$ cat config.mk
export PLATFORM = sky130hd
export DESIGN_NAME = weighted_normalized_distance
export DESIGN_NICKNAME = d
export VERILOG_FILES = /design/src/sv/wnd_pkg.sv /design/src/sv/wnd_ctrl.sv /design/src/sv/wnd_datapath.sv /design/src/sv/weighted_normalized_distance.sv
export SDC_FILE = /design/constraint.sdc
export NUM_CORES = 2
export LEC_CHECK = 0
export ABC_AREA = 1
export BUFFER_PORTS_ARGS = -buffer_cell sky130_fd_sc_hd__buf_2
export CORE_MARGIN = 2
export CORE_UTILIZATION = 55
export DETAILED_ROUTE_END_ITERATION = 8
export GPL_TIMING_DRIVEN = 0
export PLACE_DENSITY_LB_ADDON = 0.2
export RECOVER_POWER = 25
export SLEW_MARGIN = 20
export SYNTH_ARGS = -nofsm -noshare
export SYNTH_HDL_FRONTEND = slang
export SYNTH_SLANG_ARGS = --single-unit
$ cat constraint.sdc
create_clock -name clk -period 11.4 [get_ports clk]
set_input_delay 1.14 -clock clk [delete_from_list [all_inputs] [get_ports clk]]
set_output_delay 1.14 -clock clk [all_outputs]
set_load 0.1 [all_outputs]
$ cat src/sv/wnd_pkg.sv
// Package with shared constants and controller/datapath interface types.
`timescale 1ns / 1ps
package wnd_pkg;

  localparam int DATA_WIDTH_DEF = 32;
  localparam int WEIGHT_W       = 18;
  localparam int QUOT_W         = 32;
  localparam int ONE_Q16        = 65536;

  // Commands from the controller to the datapath.
  typedef struct packed {
    logic load;
    logic div_step;
    logic mul_sq;
    logic mul_lo;
    logic mul_hi;
    logic mk_term;
    logic acc;
    logic sqrt_init;
    logic sqrt_step;
    logic publish;
  } wnd_cmd_t;

  // Status from the datapath to the controller.
  typedef struct packed {
    logic zero;
    logic sat;
    logic last;
    logic out_busy;
  } wnd_status_t;

endpackage

$ cat src/sv/wnd_ctrl.sv
// Controller state machine sequencing divide, multiply, accumulate and square root.
`timescale 1ns / 1ps
module wnd_ctrl (
  input  logic                clk,
  input  logic                rst,
  input  logic                in_valid,
  output logic                in_ready,
  input  wnd_pkg::wnd_status_t status,
  output wnd_pkg::wnd_cmd_t   cmd
);

  localparam logic [3:0] S_IDLE = 4'd0;
  localparam logic [3:0] S_CHK  = 4'd1;
  localparam logic [3:0] S_DIV  = 4'd2;
  localparam logic [3:0] S_SQ   = 4'd3;
  localparam logic [3:0] S_LO   = 4'd4;
  localparam logic [3:0] S_HI   = 4'd5;
  localparam logic [3:0] S_TERM = 4'd6;
  localparam logic [3:0] S_ACC  = 4'd7;
  localparam logic [3:0] S_FIN  = 4'd8;
  localparam logic [3:0] S_SQRT = 4'd9;
  localparam logic [3:0] S_DONE = 4'd10;

  logic [3:0] state, state_next;
  logic [4:0] cnt, cnt_next;

  assign in_ready = (state == S_IDLE);

  // Next state, step counter and commands.
  always_comb begin
    state_next = state;
    cnt_next   = cnt;
    cmd        = '0;
    unique case (state)
      S_IDLE: begin
        if (in_valid) begin
          cmd.load   = 1'b1;
          state_next = S_CHK;
        end
      end
      S_CHK: begin
        if (status.zero) begin
          state_next = S_FIN;
        end else if (status.sat) begin
          state_next = S_SQ;
        end else begin
          cnt_next   = 5'd31;
          state_next = S_DIV;
        end
      end
      S_DIV: begin
        cmd.div_step = 1'b1;
        cnt_next     = cnt - 5'd1;
        if (cnt == 5'd0) state_next = S_SQ;
      end
      S_SQ: begin
        cmd.mul_sq = 1'b1;
        state_next = S_LO;
      end
      S_LO: begin
        cmd.mul_lo = 1'b1;
        state_next = S_HI;
      end
      S_HI: begin
        cmd.mul_hi = 1'b1;
        state_next = S_TERM;
      end
      S_TERM: begin
        cmd.mk_term = 1'b1;
        state_next  = S_ACC;
      end
      S_ACC: begin
        cmd.acc    = 1'b1;
        state_next = S_FIN;
      end
      S_FIN: begin
        if (status.last) begin
          cmd.sqrt_init = 1'b1;
          cnt_next      = 5'd31;
          state_next    = S_SQRT;
        end else begin
          state_next = S_IDLE;
        end
      end
      S_SQRT: begin
        cmd.sqrt_step = 1'b1;
        cnt_next      = cnt - 5'd1;
        if (cnt == 5'd0) state_next = S_DONE;
      end
      S_DONE: begin
        if (!status.out_busy) begin
          cmd.publish = 1'b1;
          state_next  = S_IDLE;
        end
      end
      default: begin
        state_next = S_IDLE;
      end
    endcase
  end

  // State registers.
  always_ff @(posedge clk) begin
    if (rst) begin
      state <= S_IDLE;
      cnt   <= '0;
    end else begin
      state <= state_next;
      cnt   <= cnt_next;
    end
  end

endmodule

$ cat src/sv/wnd_datapath.sv
// Datapath: divider, shared multiplier, accumulators, square root and output register.
`timescale 1ns / 1ps
module wnd_datapath #(
  parameter int DATA_WIDTH = wnd_pkg::DATA_WIDTH_DEF
) (
  input  logic                          clk,
  input  logic                          rst,
  input  wnd_pkg::wnd_cmd_t             cmd,
  output wnd_pkg::wnd_status_t          status,
  input  logic signed [DATA_WIDTH-1:0]  coord_a,
  input  logic signed [DATA_WIDTH-1:0]  coord_b,
  input  logic signed [wnd_pkg::WEIGHT_W-1:0] weight,
  input  logic signed [DATA_WIDTH-1:0]  range_upper,
  input  logic signed [DATA_WIDTH-1:0]  range_lower,
  input  logic                          last_element,
  output logic                          out_valid,
  input  logic                          out_ready,
  output logic [31:0]                   distance,
  output logic                          weight_out_of_range,
  output logic                          weight_sum_exceeded,
  output logic                          zero_range,
  output logic                          saturated
);

  localparam int MW = DATA_WIDTH + 1;   // magnitude width
  localparam int RW = DATA_WIDTH + 2;   // divider remainder width
  localparam int XW = DATA_WIDTH + 17;  // saturation compare width

  // Operand preparation at load.
  logic signed [MW-1:0] diff, width;
  logic [MW-1:0]        n_mag, d_mag;
  logic                 zero_c, sat_c, wbad_c;
  logic [16:0]          wc_c;
  logic signed [32:0]   wsum33;
  logic [31:0]          wtot_next;

  assign diff   = MW'(coord_a) - MW'(coord_b);
  assign width  = MW'(range_upper) - MW'(range_lower);
  assign n_mag  = diff[MW-1] ? MW'(-diff) : MW'(diff);
  assign d_mag  = width[MW-1] ? MW'(-width) : MW'(width);
  assign zero_c = (range_upper == range_lower);
  assign sat_c  = XW'(n_mag) >= {d_mag, 16'b0};
  assign wbad_c = weight[17] || (weight[16:0] > 17'(wnd_pkg::ONE_Q16));
  assign wc_c   = weight[17] ? 17'd0 :
                  (weight[16:0] > 17'(wnd_pkg::ONE_Q16)) ? 17'(wnd_pkg::ONE_Q16) :
                  weight[16:0];

  // Saturating running weight sum.
  logic signed [31:0] wtot;
  assign wsum33 = 33'(wtot) + 33'(weight);
  assign wtot_next = (wsum33[32] != wsum33[31]) ?
                     (wsum33[32] ? 32'h8000_0000 : 32'h7FFF_FFFF) : wsum33[31:0];

  // Element registers.
  logic [MW-1:0] d_r;
  logic [RW-1:0] rem;
  logic [31:0]   nshift;
  logic [31:0]   q;
  logic [16:0]   wc;
  logic          zero_r, sat_r, last_r;

  // Divider step.
  logic [RW-1:0] rem_sh;
  logic          ge;
  assign rem_sh = {rem[RW-2:0], nshift[31]};
  assign ge     = rem_sh >= RW'(d_r);

  // Shared multiplier.
  logic [31:0] op_a, op_b;
  logic [63:0] prod;
  logic [63:0] sq;
  logic [48:0] p_lo, p_hi;
  assign op_a = cmd.mul_sq ? q : (cmd.mul_hi ? sq[63:32] : sq[31:0]);
  assign op_b = cmd.mul_sq ? q : 32'(wc);
  assign prod = op_a * op_b;

  // Term and accumulation.
  logic [64:0] term_full, acc_full;
  logic [63:0] term, wsum;
  logic [3:0]  err;
  assign term_full = {p_hi, 16'b0} + 65'(p_lo[48:16]);
  assign acc_full  = {1'b0, wsum} + {1'b0, term};

  // Square root step, two radicand bits per cycle.
  logic [63:0] sv;
  logic [31:0] root;
  logic [33:0] srem, srem_sh, trial;
  logic [3:0]  snap;
  assign srem_sh = {srem[31:0], sv[63:62]};
  assign trial   = {root, 2'b01};

  // Payload registers.
  always_ff @(posedge clk) begin
    if (cmd.load) begin
      d_r    <= d_mag;
      rem    <= RW'(n_mag >> 16);
      nshift <= {n_mag[15:0], 16'b0};
      q      <= sat_c ? 32'hFFFF_FFFF : 32'h0;
      wc     <= wc_c;
      zero_r <= zero_c;
      sat_r  <= sat_c;
      last_r <= last_element;
    end
    if (cmd.div_step) begin
      rem    <= ge ? (rem_sh - RW'(d_r)) : rem_sh;
      q      <= {q[30:0], ge};
      nshift <= {nshift[30:0], 1'b0};
    end
    if (cmd.mul_sq) sq <= prod;
    if (cmd.mul_lo) p_lo <= prod[48:0];
    if (cmd.mul_hi) p_hi <= prod[48:0];
    if (cmd.mk_term) term <= term_full[63:0];
    if (cmd.sqrt_init) begin
      sv   <= wsum;
      root <= '0;
      srem <= '0;
      snap <= {err[3] | (wtot > 32'sd65536), err[2:0]};
    end
    if (cmd.sqrt_step) begin
      sv <= {sv[61:0], 2'b00};
      if (srem_sh >= trial) begin
        srem <= srem_sh - trial;
        root <= {root[30:0], 1'b1};
      end else begin
        srem <= srem_sh;
        root <= {root[30:0], 1'b0};
      end
    end
    if (cmd.publish) begin
      distance            <= root;
      weight_out_of_range <= snap[0];
      zero_range          <= snap[1];
      saturated           <= snap[2];
      weight_sum_exceeded <= snap[3];
    end
  end

  // Accumulated state, cleared by reset and after each vector.
  always_ff @(posedge clk) begin
    if (rst) begin
      wsum <= '0;
      wtot <= '0;
      err  <= '0;
    end else if (cmd.sqrt_init) begin
      wsum <= '0;
      wtot <= '0;
      err  <= '0;
    end else begin
      if (cmd.load) begin
        wtot <= wtot_next;
        err  <= err | {1'b0, sat_c & ~zero_c, zero_c, wbad_c};
      end
      if (cmd.acc) begin
        if (acc_full[64]) begin
          wsum   <= '1;
          err[2] <= 1'b1;
        end else begin
          wsum <= acc_full[63:0];
        end
      end
    end
  end

  // Output valid flag.
  always_ff @(posedge clk) begin
    if (rst) begin
      out_valid <= 1'b0;
    end else if (cmd.publish) begin
      out_valid <= 1'b1;
    end else if (out_ready) begin
      out_valid <= 1'b0;
    end
  end

  assign status.zero     = zero_r;
  assign status.sat      = sat_r;
  assign status.last     = last_r;
  assign status.out_busy = out_valid & ~out_ready;

endmodule

$ cat src/sv/weighted_normalized_distance.sv
// Top level of the weighted, range-normalized Euclidean distance block.
// Usage:
//   Input channel (in_valid/in_ready) carries one vector element per beat:
//   two coordinates, a weight and the range bounds, plus last_element.
//   Output channel (out_valid/out_ready) carries one beat per vector, sent
//   after the element marked last: distance and four sticky error flags.
// Work per element, from accept to ready again:
//   zero range width: no arithmetic; saturated quotient: the divider is skipped;
//   otherwise the 32-step restoring divider (one quotient bit per cycle), the
//   square, low and high products on the shared 32x32 multiplier, then the
//   term and the accumulation.
//   The last element adds the radix-4 square root (two bits per cycle)
//   and the hand-off to the output register.
// The result sits in an output register; the next vector is taken while it
// waits. If the receiver still holds a result when the next one is finished,
// the block waits with in_ready low until the beat is taken.
// Reset (rst, synchronous) clears the sums, the internal error flags and out_valid.
`timescale 1ns / 1ps
module weighted_normalized_distance #(
  parameter int DATA_WIDTH = wnd_pkg::DATA_WIDTH_DEF
) (
  input  logic                          clk,
  input  logic                          rst,
  input  logic                          in_valid,
  output logic                          in_ready,
  input  logic signed [DATA_WIDTH-1:0]  coord_a,
  input  logic signed [DATA_WIDTH-1:0]  coord_b,
  input  logic signed [wnd_pkg::WEIGHT_W-1:0] weight,
  input  logic signed [DATA_WIDTH-1:0]  range_upper,
  input  logic signed [DATA_WIDTH-1:0]  range_lower,
  input  logic                          last_element,
  output logic                          out_valid,
  input  logic                          out_ready,
  output logic [31:0]                   distance,
  output logic                          weight_out_of_range,
  output logic                          weight_sum_exceeded,
  output logic                          zero_range,
  output logic                          saturated
);

  wnd_pkg::wnd_cmd_t    cmd;
  wnd_pkg::wnd_status_t status;

  // Sequencer.
  wnd_ctrl u_ctrl (
    .clk      (clk),
    .rst      (rst),
    .in_valid (in_valid),
    .in_ready (in_ready),
    .status   (status),
    .cmd      (cmd)
  );

  // Arithmetic and storage.
  wnd_datapath #(.DATA_WIDTH(DATA_WIDTH)) u_dp (
    .clk                 (clk),
    .rst                 (rst),
    .cmd                 (cmd),
    .status              (status),
    .coord_a             (coord_a),
    .coord_b             (coord_b),
    .weight              (weight),
    .range_upper         (range_upper),
    .range_lower         (range_lower),
    .last_element        (last_element),
    .out_valid           (out_valid),
    .out_ready           (out_ready),
    .distance            (distance),
    .weight_out_of_range (weight_out_of_range),
    .weight_sum_exceeded (weight_sum_exceeded),
    .zero_range          (zero_range),
    .saturated           (saturated)
  );

endmodule

==> impl_metrics.yaml <==
sta:
  max_freq_mhz: 89.2
  hold_slack_ns: 0.416
  rsz0062_at_grt: "yes"
  finalHoldViolCount: 0
  tightest_slew_ns: 1.52
  fin_crit_ns: 11.22
  setup_viol: 0
  finalCritPeriodShare_pct: 98.4
  fin_skew_ns: 0.0500
  slew_violations: 26
  relSlewSlack_pct: -1.18
placed_design:
  place.port_buffers: 187
  gp_congestion: 1.03
  hpwl_um: 197000
routing:
  avgRoutedWirePerCell_um: 21.7
  avgViaCountPerCell: 5.64
  drt_iter0_markers: 5380
  firstDrtPassIters: 6
  routed_wl_um: 237000
  dr_total_vias: 61800
  drc: 0
  drtAntennaViolNets: 0
hold_path:
  hold_class: "reg2reg"
finish:
  synthToLayoutAreaGrowth_pct: 8.18
  multi_input_area_um2: 47400
  nets: 10700
  fillers: 12000
  final-seq-area_um2: 17500
  drive_gt1_share_pct: 5.24
clock_tree:
  clk_pin_slew_worst_paths_ns: 0.06
  htree_levels: 3
  cts_num_sinks: 620
  cts-root-buf: "clkbuf_16"
  cts_tree: "yes"
  cts_made_buffers: 73
  clk_latency_ns: 0.68
  postCtsSetupRepairBufs: 0
  clockBufferDepth: 3
  hold_buffers: 0
grt:
  grt_use_total_pct: 35.3
  grt_pass1_wl_um: 363000
  grt_pass1_vias: 61900
  gr-total-overflow: 0
  antenna_found_initial: 9
  grt_max_degree: 67
critical_path:
  critPathBufInv: 11
  cp-start-kind: "flop"
  cpPeakStageDelay_ns: 0.84
  critPathSlowestCell: "nor2_1"
  cp_max_fo: 10
  worstPathRequired_ns: 11.77
  worstSetupEndpointType: "flop"
  crit_family: "adder cells"
  critical_path_class: "reg2reg"
  cp.arrival_ns: 11.59
logic_synthesis:
  yosys-top-cells-count: "inv_1, nand2_1, nor2_1"
  yosysMostFrequentCell: "inv_1"
  ys_top_cells_by_area: "fa_1, edfxtp_1, inv_1"
  ys_warn_count: 0
  async_flop_share_pct: 0
  yosys_register_bits: 620
  synth_ff_type: "edfxtp_1"
  synth_fp_nets: 10400
  synth.top_cell.area_share_pct: 24.9
  yosys.area.top_type: "fa_1"
  avgSynthCellArea_um2: 8.20
  synthDistinctLibCells: 60
  synth_edf_count: 509
  synth_area_um2: 72600
  ys_seq_area_share_pct: 24.1
  synth_cells: 8854
floorplan:
  core-area_um2: 131000
  fp.dieW_um: 367
  die_area_um2: 135000
  io_pins: 189
  start_util_pct: 55.3
  die_y_um: 367
  fp-row-count: 133
flow_run:
  maxCapViolCount: 1
status:
  status: "finished with violations"
  violations: "max-capacitance violations, max-slew violations"
## routing by layer
layer / vias up / global-route usage, % / wire (µm)
li1: 28300 / - / -
met1: 30000 / 46.3 / 96100
met2: 2758 / 57.0 / 109000
met3: 611 / 6.85 / 20200
met4: 10 / 15.5 / 12000
met5: - / 0.677 / 179
## registers in the layout (all words and copies together), names as in the netlist, 32 cells and up
| name | count |
|---|---|
| u_dp.distance | 32 |
| u_dp.root | 32 |
| u_dp.p_hi | 48 |
| u_dp.sq | 64 |
| u_dp.sv | 64 |
| u_dp.wsum | 64 |
| u_dp.term | 64 |
| u_dp.d_r | 33 |
| u_dp.wtot | 32 |
| u_dp.rem | 33 |
| u_dp.q | 32 |
| u_dp.srem | 32 |
| u_dp.p_lo | 33 |
## final timing paths
kind                                      from                      to  slack [ns]  depth (start not counted)
hold / removal         u_dp.p_lo[20]$_DFFE_PP_  u_dp.term[4]$_DFFE_PP_        0.42                          0
setup / recovery  u_ctrl.state[1]$_SDFFE_PP0P_   u_dp.sq[43]$_DFFE_PP_        0.18                         32
setup reg to reg  u_ctrl.state[1]$_SDFFE_PP0P_   u_dp.sq[43]$_DFFE_PP_        0.18                         32
hold reg to reg        u_dp.p_lo[20]$_DFFE_PP_  u_dp.term[4]$_DFFE_PP_        0.42                          0
## timing repair
action                                  in CTS  in global routing
resized for setup                            5                 15
endpoints found under the setup margin      35                 41
hold endpoints to repair                     0                  0
## per-stage QoR
| stage | cell area (µm²) | setup slack, ns | std cells | setup TNS, ns | utilization (%) |
|---|---|---|---|---|---|
| after floorplan | 72600 | 1.48 | 8854 | 0 | - |
| after global placement | 75800 | -3.38 | 10800 | -278.73 | 57.7 |
| after detailed placement | 76100 | -0.397 | 10800 | -7.15 | 58.0 |
| after CTS | 78600 | 0.0287 | 10900 | 0 | 59.9 |
| after global routing | 78600 | -0.00184 | 10900 | -0.00363 | 59.8 |
| final | 78600 | 0.183 | 11000 | 0 | 59.8 |
## area by class of cell
class	count	area share, %
Antenna cell	4	0.0127
Buffer	222	1.17
Clock buffer	89	2.48
Clock inverter	46	0.686
Inverter	1851	8.86
Multi-Input combinational cell	6161	60.3
Sequential cell	620	22.3
Tap cell	1755	2.79
Timing Repair Buffer	203	1.42
## worst register-to-register path: cells and delay by family, from the launching register on
| family | cells | cell delay [ns] |
|---|---|---|
| compound gates | 7 | 1.54 |
| xor+xnor | 1 | 0.68 |
| fa+ha+maj | 9 | 4.43 |
| buf+inv | 11 | 2.14 |
| flops | 1 | 0.40 |
| simple gates | 4 | 1.73 |
## logic make-up (layout without fill, tap and decap cells)
kind of cell             count (synthesis)  after routing  synth area share [%]
adder cells (fa/ha/maj)               1430           1430                  34.0
AO/OA/AOI/OAI                         1167           1167                  9.24
other                                    0              4                     0
XOR/XNOR                               313            313                  3.81
AND/OR/NAND/NOR                       3236           3236                  17.9
buffers and inverters                 2073           2411                  10.8
flip-flops                             620            620                  24.1
multiplexers                            15             15                 0.207
## placed cells by master, fill, tap and decap left out, types with 169 or more instances in the layout
cell type  count
inv_1       1798
nand2_1     1655
nor2_1      1121
fa_1         902
ha_1         528
edfxtp_1     509
a21oi_1      470
o21ai_0      320
nand3_1      233
buf_2        202
clkbuf_1     200
xor2_1       169
Power is not shown: default switching activity piles up to over one toggle a cycle in this logic, so the estimate is an artifact.
